$ cat src/edf_pkg.sv
// edf_pkg: shared types and codes for the EDF tick scheduler.
// Holds the task table entry layout, run state codes, event kinds and configuration register indexes.
// No dependencies.
`timescale 1ns / 1ps

package edf_pkg;

    // run state codes
    localparam logic [2:0] RS_UNREL   = 3'd0;
    localparam logic [2:0] RS_REL     = 3'd1;
    localparam logic [2:0] RS_RUN     = 3'd2;
    localparam logic [2:0] RS_PREEMPT = 3'd3;
    localparam logic [2:0] RS_MISSED  = 3'd4;
    localparam logic [2:0] RS_DONE    = 3'd5;

    // event kinds
    localparam logic [2:0] EV_DONE    = 3'd0;
    localparam logic [2:0] EV_MISS    = 3'd1;
    localparam logic [2:0] EV_PREEMPT = 3'd2;
    localparam logic [2:0] EV_RESUME  = 3'd3;
    localparam logic [2:0] EV_TICK    = 3'd4;

    // configuration register indexes
    localparam logic [0:0] REG_TASK_COUNT = 1'd0;
    localparam logic [0:0] REG_APER_DL    = 1'd1;

    localparam logic [3:0]  TASK_COUNT_RST = 4'd1;
    localparam logic [15:0] APER_DL_RST    = 16'd500;

    localparam logic signed [17:0] CD_MIN  = -18'sd131072;
    localparam logic signed [17:0] CD_NEG1 = -18'sd1;

    // one task table entry
    typedef struct packed {
        logic               ap;   // aperiodic flag
        logic [15:0]        per;  // reload period / release delay
        logic [15:0]        ex;   // reload execution time
        logic signed [17:0] cd;   // deadline countdown
        logic [15:0]        rem;  // remaining execution
        logic [2:0]         st;   // run state
    } t_entry;

endpackage

$ cat src/edf_tick_scheduler.sv
// edf_tick_scheduler: earliest-deadline-first tick scheduler, top level.
// Load beat: table write, then bubble re-sort passes until a pass makes no swap.
// Tick beat: mark / reload walk over used slots, re-sort if reloaded, preemption walk, then
//   pick walk (stops at the runner), countdown decrement over used ids and tick end beat,
//   plus event beats and output stalls; one beat at a time, the single-port task memory sets the pace.
// Synchronous active-low reset clears counters, order and entry valid bits; no clearing sweep.
`timescale 1ns / 1ps

module edf_tick_scheduler #(
    parameter int MAX_TASKS = 8
) (
    input  logic        i_clk,
    input  logic        i_rst_n,
    // slave side
    input  logic        s_axis_tvalid,
    output logic        s_axis_tready,
    input  logic [39:0] s_axis_tdata,  // task_id[2:0], is_aperiodic[3], task_deadline[19:4],
                                       // exec_time[35:20], zero pad
    input  logic [0:0]  s_axis_tuser,  // action[0]
    // master side
    output logic        m_axis_tvalid,
    input  logic        m_axis_tready,
    output logic [71:0] m_axis_tdata,  // event_task[2:0], any_running[3], tick_time[35:4],
                                       // preempt_total[51:36], miss_total[67:52], zero pad
    output logic [2:0]  m_axis_tuser,  // event_kind[2:0]
    output logic        m_axis_tlast,  // last_event
    // configuration writes
    input  logic        i_cfg_we,
    input  logic [0:0]  i_cfg_idx,
    input  logic [15:0] i_cfg_wdata
);

    localparam int IDXW = $clog2(MAX_TASKS);
    localparam int PW   = IDXW + 1;

    typedef enum logic [15:0] {
        S_IDLE = 16'h0001,
        S_W_RD = 16'h0002,  // mark / reload walk in priority order
        S_W_EX = 16'h0004,
        S_W_EM = 16'h0008,
        S_SPRE = 16'h0010,  // bubble sort pass setup
        S_SLD  = 16'h0020,
        S_SCMP = 16'h0040,
        S_P_RD = 16'h0080,  // preemption walk
        S_P_EX = 16'h0100,
        S_P_EM = 16'h0200,
        S_R_RD = 16'h0400,  // pick runner
        S_R_EX = 16'h0800,
        S_R_EM = 16'h1000,
        S_D_RD = 16'h2000,  // countdown decrement by id
        S_D_EX = 16'h4000,
        S_T_EM = 16'h8000   // tick end beat
    } t_state;

    t_state               r_state;
    logic [PW-1:0]        r_pos;
    logic [IDXW-1:0]      r_t;
    edf_pkg::t_entry      r_ent;
    logic                 r_ec, r_em, r_reload, r_seen, r_ran, r_from_load, r_swapped;
    logic [IDXW-1:0]      r_runner;
    logic signed [17:0]   r_carry_cd;
    logic [15:0]          r_carry_rem;
    logic [IDXW-1:0]      r_order [MAX_TASKS];
    logic [3:0]           r_task_count;
    logic [15:0]          r_apd;
    logic [31:0]          r_time;
    logic [15:0]          r_pcnt, r_mcnt;

    // task table memory, one read port with registered data, one write port
    edf_pkg::t_entry      r_mem [MAX_TASKS];
    logic [MAX_TASKS-1:0] r_vld;
    edf_pkg::t_entry      r_rd;
    logic                 r_rd_vld;

    // output register
    logic                 r_ovalid, r_orun, r_olast;
    logic [2:0]           r_okind, r_otask;
    logic [31:0]          r_otime;
    logic [15:0]          r_opc, r_omc;

    logic [PW-1:0]        n_eff;
    logic [IDXW-1:0]      cur_t, rd_addr, w_addr;
    logic                 pos_end, in_use, slot_free;
    edf_pkg::t_entry      rd_ent, w_ent, w_data, run_ent;
    logic                 w_ec, w_em, w_rl, w_we;
    logic [PW-1:0]        idx2;
    logic signed [33:0]   ap_diff;
    logic signed [17:0]   ap_cd;
    logic                 swap_now, st_active;
    logic                 e_go, e_run, e_last, e_pinc, e_minc;
    logic [2:0]           e_kind;
    logic [IDXW-1:0]      e_task;
    logic [15:0]          n_pcnt, n_mcnt;
    logic [2:0]           in_id;
    logic                 load_ok;

    function automatic logic goes_after(input logic signed [17:0] a_cd, input logic [15:0] a_rem,
                                        input logic signed [17:0] b_cd, input logic [15:0] b_rem);
        if (a_cd != b_cd) begin
            return a_cd > b_cd;
        end
        return a_rem > b_rem;
    endfunction

    assign s_axis_tready = (r_state == S_IDLE);
    assign slot_free     = !r_ovalid || m_axis_tready;
    assign in_id         = s_axis_tdata[2:0];
    assign load_ok       = (int'(in_id) < MAX_TASKS);

    always_comb begin
        if (int'(r_task_count) > MAX_TASKS) begin
            n_eff = PW'(MAX_TASKS);
        end else begin
            n_eff = PW'(r_task_count);
        end
    end

    assign pos_end = (r_pos == PW'(MAX_TASKS));
    assign cur_t   = r_order[r_pos[IDXW-1:0]];
    assign in_use  = ({1'b0, cur_t} < n_eff);
    assign idx2    = r_pos + PW'(2);
    assign rd_ent  = r_rd_vld ? r_rd : '0;

    // read address per phase
    always_comb begin
        rd_addr = '0;
        case (r_state)
            S_W_RD, S_P_RD, S_R_RD: rd_addr = cur_t;
            S_D_RD:                 rd_addr = r_pos[IDXW-1:0];
            S_SPRE:                 rd_addr = r_order[0];
            S_SLD:                  rd_addr = r_order[1];
            S_SCMP: begin
                if (idx2 < PW'(MAX_TASKS)) begin
                    rd_addr = r_order[idx2[IDXW-1:0]];
                end
            end
            default:                rd_addr = '0;
        endcase
    end

    // mark / reload of one entry
    assign ap_diff = $signed({18'd0, r_apd}) - $signed({2'd0, r_time});
    assign ap_cd   = (ap_diff < -34'sd131072) ? edf_pkg::CD_MIN : ap_diff[17:0];

    always_comb begin
        w_ent = rd_ent;
        w_ec  = 1'b0;
        w_em  = 1'b0;
        w_rl  = 1'b0;
        // first tick releases periodic tasks
        if (r_time == 32'd0 && !w_ent.ap) begin
            w_ent.st = edf_pkg::RS_REL;
        end
        if (w_ent.rem == 16'd0 && w_ent.st != edf_pkg::RS_DONE) begin
            w_ent.st = edf_pkg::RS_DONE;
            w_ec     = 1'b1;
        end
        if (w_ent.cd == 18'sd0) begin
            if (w_ent.rem != 16'd0 && w_ent.st != edf_pkg::RS_UNREL) begin
                w_ent.st = edf_pkg::RS_MISSED;
                w_em     = 1'b1;
            end
            w_rl = 1'b1;
            if (w_ent.ap) begin
                if (w_ent.st != edf_pkg::RS_DONE) begin
                    w_ent.cd = ap_cd;
                    w_ent.st = edf_pkg::RS_REL;
                end else begin
                    w_ent.cd = edf_pkg::CD_NEG1;
                end
            end else begin
                w_ent.cd  = $signed({2'b00, w_ent.per});
                w_ent.rem = w_ent.ex;
                w_ent.st  = edf_pkg::RS_REL;
            end
        end
    end

    assign swap_now  = goes_after(r_carry_cd, r_carry_rem, rd_ent.cd, rd_ent.rem);
    assign st_active = (rd_ent.st == edf_pkg::RS_REL) || (rd_ent.st == edf_pkg::RS_RUN)
                       || (rd_ent.st == edf_pkg::RS_PREEMPT);

    always_comb begin
        run_ent     = rd_ent;
        run_ent.st  = edf_pkg::RS_RUN;
        if (rd_ent.rem != 16'd0) begin
            run_ent.rem = rd_ent.rem - 16'd1;
        end
    end

    // memory write port
    always_comb begin
        w_we   = 1'b0;
        w_addr = '0;
        w_data = r_ent;
        case (r_state)
            S_IDLE: begin
                if (s_axis_tvalid && !s_axis_tuser[0] && load_ok) begin
                    w_we       = 1'b1;
                    w_addr     = IDXW'(in_id);
                    w_data.ap  = s_axis_tdata[3];
                    w_data.per = s_axis_tdata[19:4];
                    w_data.ex  = s_axis_tdata[35:20];
                    w_data.cd  = $signed({2'b00, s_axis_tdata[19:4]});
                    w_data.rem = s_axis_tdata[35:20];
                    w_data.st  = edf_pkg::RS_UNREL;
                end
            end
            S_W_EM: begin
                if (!r_ec && !r_em) begin
                    w_we   = 1'b1;
                    w_addr = r_t;
                end
            end
            S_P_EM, S_R_EM: begin
                if (slot_free) begin
                    w_we   = 1'b1;
                    w_addr = r_t;
                end
            end
            S_R_EX: begin
                if (st_active && rd_ent.st != edf_pkg::RS_PREEMPT) begin
                    w_we   = 1'b1;
                    w_addr = r_t;
                    w_data = run_ent;
                end
            end
            S_D_EX: begin
                if (rd_ent.cd >= 18'sd0) begin
                    w_we      = 1'b1;
                    w_addr    = r_t;
                    w_data    = rd_ent;
                    w_data.cd = rd_ent.cd - 18'sd1;
                end
            end
            default: w_we = 1'b0;
        endcase
    end

    // event beats
    always_comb begin
        e_go   = 1'b0;
        e_kind = edf_pkg::EV_TICK;
        e_task = r_t;
        e_run  = 1'b0;
        e_last = 1'b0;
        e_pinc = 1'b0;
        e_minc = 1'b0;
        case (r_state)
            S_W_EM: begin
                if (slot_free && r_ec) begin
                    e_go   = 1'b1;
                    e_kind = edf_pkg::EV_DONE;
                end else if (slot_free && r_em) begin
                    e_go   = 1'b1;
                    e_kind = edf_pkg::EV_MISS;
                    e_minc = 1'b1;
                end
            end
            S_P_EM: begin
                e_go   = slot_free;
                e_kind = edf_pkg::EV_PREEMPT;
                e_pinc = slot_free;
            end
            S_R_EM: begin
                e_go   = slot_free;
                e_kind = edf_pkg::EV_RESUME;
            end
            S_T_EM: begin
                e_go   = slot_free;
                e_kind = edf_pkg::EV_TICK;
                e_task = r_runner;
                e_run  = r_ran;
                e_last = 1'b1;
            end
            default: e_go = 1'b0;
        endcase
    end

    assign n_pcnt = (e_pinc && r_pcnt != 16'hFFFF) ? r_pcnt + 16'd1 : r_pcnt;
    assign n_mcnt = (e_minc && r_mcnt != 16'hFFFF) ? r_mcnt + 16'd1 : r_mcnt;

    // task memory
    always_ff @(posedge i_clk) begin
        if (w_we) begin
            r_mem[w_addr] <= w_data;
        end
        r_rd     <= r_mem[rd_addr];
        r_rd_vld <= r_vld[rd_addr];
    end

    // output payload
    always_ff @(posedge i_clk) begin
        if (e_go) begin
            r_okind <= e_kind;
            r_otask <= 3'(e_task);
            r_orun  <= e_run;
            r_otime <= r_time;
            r_opc   <= n_pcnt;
            r_omc   <= n_mcnt;
            r_olast <= e_last;
        end
    end

    // sequencer
    always_ff @(posedge i_clk) begin
        if (!i_rst_n) begin
            r_state      <= S_IDLE;
            r_ovalid     <= 1'b0;
            r_vld        <= '0;
            r_task_count <= edf_pkg::TASK_COUNT_RST;
            r_apd        <= edf_pkg::APER_DL_RST;
            r_time       <= '0;
            r_pcnt       <= '0;
            r_mcnt       <= '0;
            r_pos        <= '0;
            r_ec         <= 1'b0;
            r_em         <= 1'b0;
            r_reload     <= 1'b0;
            r_seen       <= 1'b0;
            r_ran        <= 1'b0;
            r_runner     <= '0;
            r_from_load  <= 1'b0;
            r_swapped    <= 1'b0;
            for (int i = 0; i < MAX_TASKS; i++) begin
                r_order[i] <= IDXW'(i);
            end
        end else begin
            if (i_cfg_we) begin
                case (i_cfg_idx)
                    edf_pkg::REG_TASK_COUNT: r_task_count <= i_cfg_wdata[3:0];
                    edf_pkg::REG_APER_DL:    r_apd        <= i_cfg_wdata;
                    default:                 r_apd        <= r_apd;
                endcase
            end
            if (e_go) begin
                r_ovalid <= 1'b1;
            end else if (m_axis_tready) begin
                r_ovalid <= 1'b0;
            end
            r_pcnt <= n_pcnt;
            r_mcnt <= n_mcnt;
            if (w_we) begin
                r_vld[w_addr] <= 1'b1;
            end

            case (r_state)
                S_IDLE: begin
                    if (s_axis_tvalid) begin
                        r_pos <= '0;
                        if (s_axis_tuser[0]) begin
                            r_reload <= 1'b0;
                            r_ran    <= 1'b0;
                            r_runner <= '0;
                            r_state  <= S_W_RD;
                        end else if (load_ok) begin
                            r_from_load <= 1'b1;
                            r_state     <= S_SPRE;
                        end
                    end
                end
                S_W_RD: begin
                    if (pos_end) begin
                        r_pos <= '0;
                        if (r_reload) begin
                            r_from_load <= 1'b0;
                            r_state     <= S_SPRE;
                        end else begin
                            r_seen  <= 1'b0;
                            r_state <= S_P_RD;
                        end
                    end else if (!in_use) begin
                        r_pos <= r_pos + PW'(1);
                    end else begin
                        r_t     <= cur_t;
                        r_state <= S_W_EX;
                    end
                end
                S_W_EX: begin
                    r_ent    <= w_ent;
                    r_ec     <= w_ec;
                    r_em     <= w_em;
                    r_reload <= r_reload | w_rl;
                    r_state  <= S_W_EM;
                end
                S_W_EM: begin
                    if (r_ec) begin
                        if (slot_free) r_ec <= 1'b0;
                    end else if (r_em) begin
                        if (slot_free) r_em <= 1'b0;
                    end else begin
                        r_pos   <= r_pos + PW'(1);
                        r_state <= S_W_RD;
                    end
                end
                S_SPRE: begin
                    r_pos     <= '0;
                    r_swapped <= 1'b0;
                    r_state   <= S_SLD;
                end
                S_SLD: begin
                    r_carry_cd  <= rd_ent.cd;
                    r_carry_rem <= rd_ent.rem;
                    r_state     <= S_SCMP;
                end
                S_SCMP: begin
                    // carried entry is the larger of the pair and moves on
                    if (swap_now) begin
                        r_order[r_pos[IDXW-1:0]]            <= r_order[idx2[IDXW-1:0] - IDXW'(1)];
                        r_order[idx2[IDXW-1:0] - IDXW'(1)]  <= r_order[r_pos[IDXW-1:0]];
                        r_swapped                           <= 1'b1;
                    end else begin
                        r_carry_cd  <= rd_ent.cd;
                        r_carry_rem <= rd_ent.rem;
                    end
                    if (r_pos == PW'(MAX_TASKS - 2)) begin
                        r_pos <= '0;
                        if (r_swapped || swap_now) begin
                            r_state <= S_SPRE;
                        end else if (r_from_load) begin
                            r_state <= S_IDLE;
                        end else begin
                            r_seen  <= 1'b0;
                            r_state <= S_P_RD;
                        end
                    end else begin
                        r_pos <= r_pos + PW'(1);
                    end
                end
                S_P_RD: begin
                    if (pos_end) begin
                        r_pos   <= '0;
                        r_state <= S_R_RD;
                    end else if (!in_use) begin
                        r_pos <= r_pos + PW'(1);
                    end else begin
                        r_t     <= cur_t;
                        r_state <= S_P_EX;
                    end
                end
                S_P_EX: begin
                    if (rd_ent.st == edf_pkg::RS_RUN && r_seen) begin
                        r_ent   <= edf_pkg::t_entry'({rd_ent.ap, rd_ent.per, rd_ent.ex,
                                                      rd_ent.cd, rd_ent.rem,
                                                      edf_pkg::RS_PREEMPT});
                        r_state <= S_P_EM;
                    end else begin
                        if (rd_ent.st == edf_pkg::RS_RUN) r_seen <= 1'b1;
                        r_pos   <= r_pos + PW'(1);
                        r_state <= S_P_RD;
                    end
                end
                S_P_EM: begin
                    if (slot_free) begin
                        r_pos   <= r_pos + PW'(1);
                        r_state <= S_P_RD;
                    end
                end
                S_R_RD: begin
                    if (pos_end) begin
                        r_pos   <= '0;
                        r_state <= S_D_RD;
                    end else if (!in_use) begin
                        r_pos <= r_pos + PW'(1);
                    end else begin
                        r_t     <= cur_t;
                        r_state <= S_R_EX;
                    end
                end
                S_R_EX: begin
                    if (st_active) begin
                        r_ran    <= 1'b1;
                        r_runner <= r_t;
                        r_ent    <= run_ent;
                        if (rd_ent.st == edf_pkg::RS_PREEMPT) begin
                            r_state <= S_R_EM;
                        end else begin
                            r_pos   <= '0;
                            r_state <= S_D_RD;
                        end
                    end else begin
                        r_pos   <= r_pos + PW'(1);
                        r_state <= S_R_RD;
                    end
                end
                S_R_EM: begin
                    if (slot_free) begin
                        r_pos   <= '0;
                        r_state <= S_D_RD;
                    end
                end
                S_D_RD: begin
                    if (r_pos < n_eff) begin
                        r_t     <= r_pos[IDXW-1:0];
                        r_state <= S_D_EX;
                    end else begin
                        r_state <= S_T_EM;
                    end
                end
                S_D_EX: begin
                    r_pos   <= r_pos + PW'(1);
                    r_state <= S_D_RD;
                end
                S_T_EM: begin
                    if (slot_free) begin
                        r_time  <= r_time + 32'd1;
                        r_state <= S_IDLE;
                    end
                end
                default: r_state <= S_IDLE;
            endcase
        end
    end

    assign m_axis_tvalid = r_ovalid;
    assign m_axis_tdata  = {4'd0, r_omc, r_opc, r_otime, r_orun, r_otask};
    assign m_axis_tuser  = r_okind;
    assign m_axis_tlast  = r_olast;

    // the last beat of a tick is always the tick end record
    a_last_is_tick: assert property (@(posedge i_clk) disable iff (!i_rst_n)
        m_axis_tvalid |-> (m_axis_tlast == (m_axis_tuser == edf_pkg::EV_TICK)))
        else $error("tlast and tick end kind disagree");

    // counters only grow while a tick is in progress
    a_cnt_mono: assert property (@(posedge i_clk) disable iff (!i_rst_n)
        (r_state != S_IDLE) |=> (r_pcnt >= $past(r_pcnt) && r_mcnt >= $past(r_mcnt)))
        else $error("event counter went backwards");

    // tick end with no runner reports task zero
    a_idle_task: assert property (@(posedge i_clk) disable iff (!i_rst_n)
        (m_axis_tvalid && m_axis_tuser == edf_pkg::EV_TICK && !m_axis_tdata[3])
        |-> (m_axis_tdata[2:0] == 3'd0))
        else $error("idle tick reports a task");

    // memory is written only in the load or an active tick phase
    a_wr_phase: assert property (@(posedge i_clk) disable iff (!i_rst_n)
        (w_we && r_state == S_IDLE) |-> (s_axis_tvalid && !s_axis_tuser[0]))
        else $error("table write outside a load beat");

endmodule

$ cat config.mk
export PLATFORM = sky130hd
export DESIGN_NAME = edf_tick_scheduler
export DESIGN_NICKNAME = d
export VERILOG_FILES = /design/src/edf_pkg.sv /design/src/edf_tick_scheduler.sv
export SDC_FILE = /design/constraint.sdc
export NUM_CORES = 2
export LEC_CHECK = 0
export BUFFER_PORTS_ARGS = -buffer_cell sky130_fd_sc_hd__buf_4
export CAP_MARGIN = 15
export CELL_PAD_IN_SITES_DETAIL_PLACEMENT = 1
export CELL_PAD_IN_SITES_GLOBAL_PLACEMENT = 1
export CORE_MARGIN = 1
export CORE_UTILIZATION = 40
export CTS_BUF_LIST = sky130_fd_sc_hd__clkbuf_8
export DETAILED_ROUTE_END_ITERATION = 16
export PLACE_DENSITY = 0.64
export SYNTH_ARGS = -nofsm -noshare
export SYNTH_HDL_FRONTEND = slang
export SYNTH_SLANG_ARGS = --single-unit
$ cat constraint.sdc
create_clock -name i_clk -period 12.2 [get_ports i_clk]
set_clock_uncertainty 0.15 [all_clocks]
set_input_delay 1.22 -clock i_clk [delete_from_list [all_inputs] [get_ports i_clk]]
set_output_delay 1.22 -clock i_clk [all_outputs]
set_load 0.05 [all_outputs]
# --- Yosys cells after proc, flatten, opt, wreduce, memory -nomap -nowiden ---
# Memory sizes are Yosys's and may differ from the RTL's. A register that Yosys moved wholly into a read port is not among the register bits.
# Cells that the tools add are included.
totals:
  n_memories: 2
  ramBits: 584
  regBits: 303
  out_inout_bits: 78
  input_bits: 63
  latch_bits: 0
  elab_cells: 318
  mem_bits_ro: 0
memory_table:
  columns: ["name", "words", "width", "read_ports", "rd_clocked_by_memory_dff", "wr", "line_no", "rtl"]
  rows:
  - ["r_mem", 8, 70, 1, 1, 1, "edf_tick_scheduler.sv:70", "edf_pkg::t_entry r_mem [MAX_TASKS];"]
  - ["r_order", 8, 3, 5, 1, 8, "edf_tick_scheduler.sv:63", "logic [IDXW-1:0] r_order [MAX_TASKS];"]
op_classes:
  n_bitwise: 3
  n_lt_le_gt_ge: 11
  div: 0
  mux: 148
  shifts: 0
  n_eq_ne: 55
  add_sub_neg: 9
  multipliers: 0
  n_reduce_logical: 56
ops:
  columns: ["operator", "n"]
  rows:
  - ["$mux W70", 6]
  - ["$pmux W70 S3", 2]
  - ["$mux W16", 20]
  - ["$pmux W16 S16", 1]
  - ["$mux W3", 27]
  - ["$mux W18", 4]
  - ["$mux W1", 50]
  - ["$mux W4", 12]
  - ["$ne A2 B2 Y1 const B", 21]
  - ["$pmux W4 S10", 1]
  - ["$mux W37", 1]
  - ["$pmux W18 S2", 1]
  - ["$lt A33 B18 Y1 const B", 1]
  - ["$sub A16 B32 Y33", 1]
  - ["$add A16 B1 Y16 const B", 2]
  - ["$add A32 B1 Y32 const B", 1]
  - ["$logic_not A32 Y1", 1]
  - ["$ne A16 B16 Y1 const B", 2]
  - ["$pmux W16 S2", 1]
  - ["$pmux W3 S5", 2]
  - ["$mux W8", 3]
  - ["$ne A3 B3 Y1 const B", 7]
  - ["$ge A18 B1 Y1 const B", 1]
  - ["$gt A18 B18 Y1", 1]
  - ["66 further kinds", 113]

# --- Depth between registers and ports, before layout ---
logic_depth:
  depth_word: 16
  depth_mapped: 16
  depth_no_buf: 12

# --- Least setup slack after synthesis ---
# OpenSTA, ideal clock, no wires.
synth_path:
  kind: "register to register"
  from: "register r_state[8]"
  to: "memory r_mem[4][0] (netlist bit) (enable)"
  setup_ns: 0.500
  t_required_ns: 11.550
  arrival_ns: 5.597
  setup_slack_ns: 5.953
  period_less_slack_ns: 6.247
  path_buffers: 1
  stages_incl_launch_ff: 10
  cell_sequence: "dfxtp_1 > or4_1 > clkbuf_1 > nor4_2 > nor4b_2 > nand2_1 > nand2_1 > a221oi_1 > o32a_1 > nor2_1"
synth_via:
  elab_chain_cells: 5
  word_cells_on_any_way: 11
  cone_classes: "eq/ne (6); mux (4); reduce/logical (1)"
synth_lines:
  columns: ["element", "line_no", "rtl"]
  rows:
  - ["start, declared", "edf_tick_scheduler.sv:55", "t_state r_state;"]
  - ["start signal, assigned", "edf_tick_scheduler.sv:308", "r_state <= S_IDLE;"]
  - ["start signal, assigned", "edf_tick_scheduler.sv:355", "r_state <= S_W_RD;"]
  - ["start signal, assigned", "edf_tick_scheduler.sv:358", "r_state <= S_SPRE;"]
  - ["$eq A16 B13 Y1 / $eq A16 B10 Y1 (equally long branches)", "edf_tick_scheduler.sv:196", "case (r_state)"]
  - ["$reduce_or A2 Y1", "edf_tick_scheduler.sv:196", null]
  - ["$pmux W1 S5", "edf_tick_scheduler.sv:196", null]
  - ["$mux W1", "edf_tick_scheduler.sv:285", "if (w_we) begin"]
  - ["$mux W1 (not written as such)", "edf_tick_scheduler.sv:286", "r_mem[w_addr] <= w_data;"]
  - ["end, declared", "edf_tick_scheduler.sv:70", null]
# Parallel ways exist; a longest one is shown, timed or not.

# --- Final worst setup path ---
layout_path:
  from: "register r_state[9]"
  to: "memory r_mem[2][26] (netlist bit) (enable)"
# The elaborated chain is that of the path after synthesis.

==> impl_metrics.prom <==
# TYPE chip_impl_metric gauge
chip_impl_metric{name="finalCritPeriodShare",unit="%"} 46.94
chip_impl_info{name="setup.worst_path.class",value="register to register"} 1
chip_impl_metric{name="routed_via_density",unit=""} 5.641
chip_impl_metric{name="finalHoldWorstSlack",unit="ps"} 302.3
chip_impl_metric{name="slew_viol_final",unit=""} 0
chip_impl_metric{name="htree_num_levels",unit=""} 4
chip_impl_metric{name="ys_seq_area_share",unit="%"} 64.21
chip_impl_metric{name="r2r_setup_slack",unit="ps"} 6470
chip_impl_metric{name="die_area",unit="mm²"} 0.1059
chip_impl_metric{name="synthDistinctLibCells",unit=""} 86
chip_impl_metric{name="grt_pass1_wl",unit="mm"} 183.5
chip_impl_metric{name="cts_num_sinks",unit=""} 960
chip_impl_metric{name="drt_first_iter_violations",unit=""} 2182
chip_impl_info{name="cts_root_buffer",value="clkbuf_8"} 1
chip_impl_metric{name="clk_path_buf_depth",unit=""} 3
chip_impl_info{name="post-synth-top-area-cell",value="edfxtp_1"} 1
chip_impl_metric{name="totalWireLength",unit="mm"} 120.7
chip_impl_info{name="rsz0062_at_grt",value="no"} 1
chip_impl_metric{name="critPathRequiredTime",unit="ps"} 12500
chip_impl_metric{name="place_congestion",unit=""} 0.8728
chip_impl_metric{name="synth_cells",unit=""} 3211
chip_impl_metric{name="synthSimpleGateAreaFrac",unit="%"} 10.40
chip_impl_metric{name="multi_input_area",unit="mm²"} 0.01404
chip_impl_metric{name="detail_route.wl_per_cell",unit="µm"} 24.63
chip_impl_metric{name="portBuffers",unit=""} 132
chip_impl_metric{name="number_of_antenna_violations_at_the_first_check_in_global_routing",unit=""} 2
chip_impl_metric{name="ys_ff_latch",unit=""} 960
chip_impl_metric{name="die_h",unit="µm"} 325.4
chip_impl_metric{name="number_of_failing_setup_endpoints_in_the_final_timing_report",unit=""} 0
chip_impl_metric{name="core_region_area",unit="mm²"} 0.1036
chip_impl_metric{name="detail_route.drc_violations",unit=""} 0
chip_impl_metric{name="clock_insertion_delay_worst_skew",unit="ps"} 860
chip_impl_info{name="synth.top_cells.by_count",value="edfxtp_1 (763), nand2_1 (325), mux2i_1 (305)"} 1
chip_impl_metric{name="layout.area.seq",unit="mm²"} 0.02686
chip_impl_info{name="synth_top_family_by_area",value="simple AND/OR/NAND/NOR gates"} 1
chip_impl_metric{name="global_route.usage.total",unit="%"} 22.71
chip_impl_metric{name="min_period",unit="ps"} 5727
chip_impl_metric{name="io_pins",unit=""} 141
chip_impl_metric{name="drv.max_cap_violation_count",unit=""} 0
chip_impl_metric{name="setup_tns",unit="ps"} 0
chip_impl_metric{name="cts_hold_repair.buffers",unit=""} 0
chip_impl_metric{name="initial_core_util",unit="%"} 40.36
chip_impl_metric{name="final_antenna_net_count",unit=""} 0
chip_impl_metric{name="finish.net_count",unit=""} 3517
chip_impl_info{name="outcome",value="complete, no violations"} 1
chip_impl_info{name="worstPathCellList",value="or4_1, nor4_2, nor4b_2, nand2_1, nand2_1, a221o_1, a22oi_1, nor2_4, buf_4"} 1
chip_impl_info{name="worst_r2r_startpoint",value="r_state[9]$_SDFFE_PN0P_"} 1
chip_impl_metric{name="cts_inserted_buffers",unit=""} 162
chip_impl_metric{name="synth_top_cell_area_share",unit="%"} 54.78
chip_impl_metric{name="post-cts-setup-buffer-count",unit=""} 0
chip_impl_metric{name="cp_max_fo",unit=""} 50
chip_impl_metric{name="globalRouteOverflowTotal",unit=""} 0
chip_impl_metric{name="yosys.area_share.xor_xnor",unit="%"} 1.989
chip_impl_metric{name="via_count_of_the_first_global_routing_pass",unit=""} 29822
chip_impl_metric{name="synth_edf_count",unit=""} 763
chip_impl_metric{name="cts_resized",unit=""} 0
chip_impl_metric{name="yosys.area_share.adder",unit="%"} 2.142
chip_impl_metric{name="synth-warning-count",unit=""} 0
chip_impl_info{name="min_path_type",value="register to register"} 1
chip_impl_metric{name="max_vdd_drop",unit="mV"} 0.1354
chip_impl_info{name="tritoncts",value="built"} 1
chip_impl_metric{name="power_per_cell_area",unit="mW/mm²"} 177.4
chip_impl_info{name="startpoint_type",value="register"} 1
chip_impl_metric{name="muxShareOfSynthArea",unit="%"} 10.04
chip_impl_metric{name="syn_to_final_growth",unit="%"} 13.71
chip_impl_metric{name="finalHoldViolations",unit=""} 0
chip_impl_metric{name="leakagePower",unit="µW"} 0.01738
chip_impl_info{name="timing.critical_path.slowest_stage_cell",value="buf_4"} 1
chip_impl_metric{name="maximum_number_of_pins_on_one_net_before_global_route_repair",unit=""} 106
chip_impl_metric{name="complex_gate_fraction_of_the_synthesized_area",unit="%"} 8.627
chip_impl_metric{name="average_footprint_of_a_synthesized_cell",unit="µm²"} 13.03
chip_impl_metric{name="detailroute.via_count",unit=""} 27641
chip_impl_metric{name="detailed_place_hpwl",unit="mm"} 75.53
chip_impl_info{name="dominantRegCellSynth",value="edfxtp_1"} 1
chip_impl_metric{name="layout.filler_cells",unit=""} 10685
chip_impl_info{name="synthMostInstantiatedCell",value="edfxtp_1"} 1
chip_impl_metric{name="worst_pin_slew",unit="ps"} 1146
chip_impl_metric{name="cp.arrival",unit="ps"} 6030
chip_impl_info{name="worst_setup_path_startpoint",value="r_state[9]$_SDFFE_PN0P_"} 1
chip_impl_metric{name="rows",unit=""} 118
chip_impl_info{name="timing.critical_path.mode_cell",value="nand2_1"} 1
chip_impl_metric{name="post_synthesis_async_set_or_reset_flop_share",unit="%"} 0
chip_impl_metric{name="timing.fmax",unit="GHz"} 0.1746
chip_impl_metric{name="critPathMaxStageDelay",unit="ps"} 860
chip_impl_metric{name="chipWidth",unit="µm"} 325.4
chip_impl_metric{name="drt-pass1-iter-count",unit=""} 10
chip_impl_info{name="hold_path_startpoint",value="r_time[4]$_SDFFE_PN0P_"} 1
chip_impl_metric{name="cts.clk_slew.worst_paths",unit="ps"} 60
chip_impl_metric{name="drive_gt1_share",unit="%"} 15.20
chip_impl_info{name="critical_path.endpoint_type",value="register"} 1
chip_impl_metric{name="max-slew-margin-rel",unit="%"} 23.33
chip_impl_metric{name="synthesis.area",unit="mm²"} 0.04183
chip_impl_info{name="cell_types_with_the_largest_area_share_after_synthesis",value="edfxtp_1 (55%), dfxtp_1 (9.4%), mux2i_1 (7.3%)"} 1
-- final cells by class --
cell class,count,area share (%)
Antenna cell,1,0.005261
Clock inverter,117,1.510
Sequential cell,960,56.47
Inverter,90,0.7103
Tap cell,1380,3.630
Clock buffer,183,5.296
Multi-Input combinational cell,1990,29.52
Timing Repair Buffer,179,2.852
-- state kept, by name (all words and copies together) (netlist names), 3 cells and up, named ones only --
register	cells
r_runner	3
r_ent	70
r_order	24
r_rd	70
r_pcnt	16
r_otime	32
r_apd	16
r_otask	3
r_state	16
r_mem	560
r_vld	8
r_omc	16
r_t	3
m_axis_tuser	3
r_pos	4
r_mcnt	16
r_task_count	4
r_opc	16
r_time	32
r_carry_cd	18
r_carry_rem	16
-- cell families (layout without fill, tap and decap cells) --
family                   Yosys count  count (layout)
multiplexers                     395             395
XOR/XNOR                          95              95
flip-flops                       960             960
buffers and inverters            264             569
AO/OA/AOI/OAI                    523             523
adder cells (fa/ha/maj)           71              71
AND/OR/NAND/NOR                  902             902
other                              1               5
-- path summary, 6_finish.rpt --
check	end	cells after the start
setup / recovery	r_mem[2][26]$_DFFE_PP_	9
hold reg to reg	r_otime[4]$_DFFE_PP_	0
setup reg to reg	r_mem[2][26]$_DFFE_PP_	9
hold / removal	r_otime[4]$_DFFE_PP_	0
-- metrics by stage --
| step | instance area [µm²] | setup WS, ps | instances | util, % | total power (µW) |
|---|---|---|---|---|---|
| 2_1_floorplan | 41840 | 5953 | 3214 | - | 5048 |
| 3_3_place_gp | 44320 | 6538 | 4599 | 42.76 | 5548 |
| 3_5_place_dp | 44320 | 6412 | 4599 | 42.76 | 5622 |
| 4_1_cts | 47560 | 6414 | 4899 | 45.89 | 8497 |
| 5_1_grt | 47560 | 6144 | 4900 | 45.89 | 8782 |
| 6_report | 47560 | 6473 | 4900 | 45.89 | 8437 |
-- cells in the final DEF (no fill, tap or decap), types with 34 or more instances in the layout --
master / instances
nand3_1: 87
a21oi_1: 121
mux2i_1: 305
inv_1: 141
nor3_1: 34
and2_1: 78
edfxtp_1: 763
xor2_1: 38
a222oi_1: 77
nand2_1: 325
ha_1: 70
o21ai_0: 88
nor2_1: 181
mux2_2: 77
dfxtp_1: 196
clkbuf_8: 183
buf_4: 178
xnor2_1: 57
nand4_1: 35
-- worst max-delay path, delay by kind of cell, from the launching register on --
kind	cells	cell delay, ps
simple gates	6	3350
flops	1	370
buf+inv	1	860
compound gates	2	480
-- layer usage --
metal | vias to the layer above | global-route usage (%) | wire length [µm]
met2 | 792 | 37.74 | 58390
met5 | - | 0 | 13
met4 | 2 | 7.052 | 2560
met3 | 193 | 4.244 | 6849
li1 | 12489 | - | -
met1 | 14165 | 30.03 | 52860
-- power breakdown --
part / switching (µW) / leakage, µW / internal (µW)
sequential: 97.0 / 0.00845 / 3920
clock: 1360 / 0.00187 / 1500
combinational: 1110 / 0.00705 / 454
total: 2570 / 0.0174 / 5870
Power figures use the tool's default switching activity.
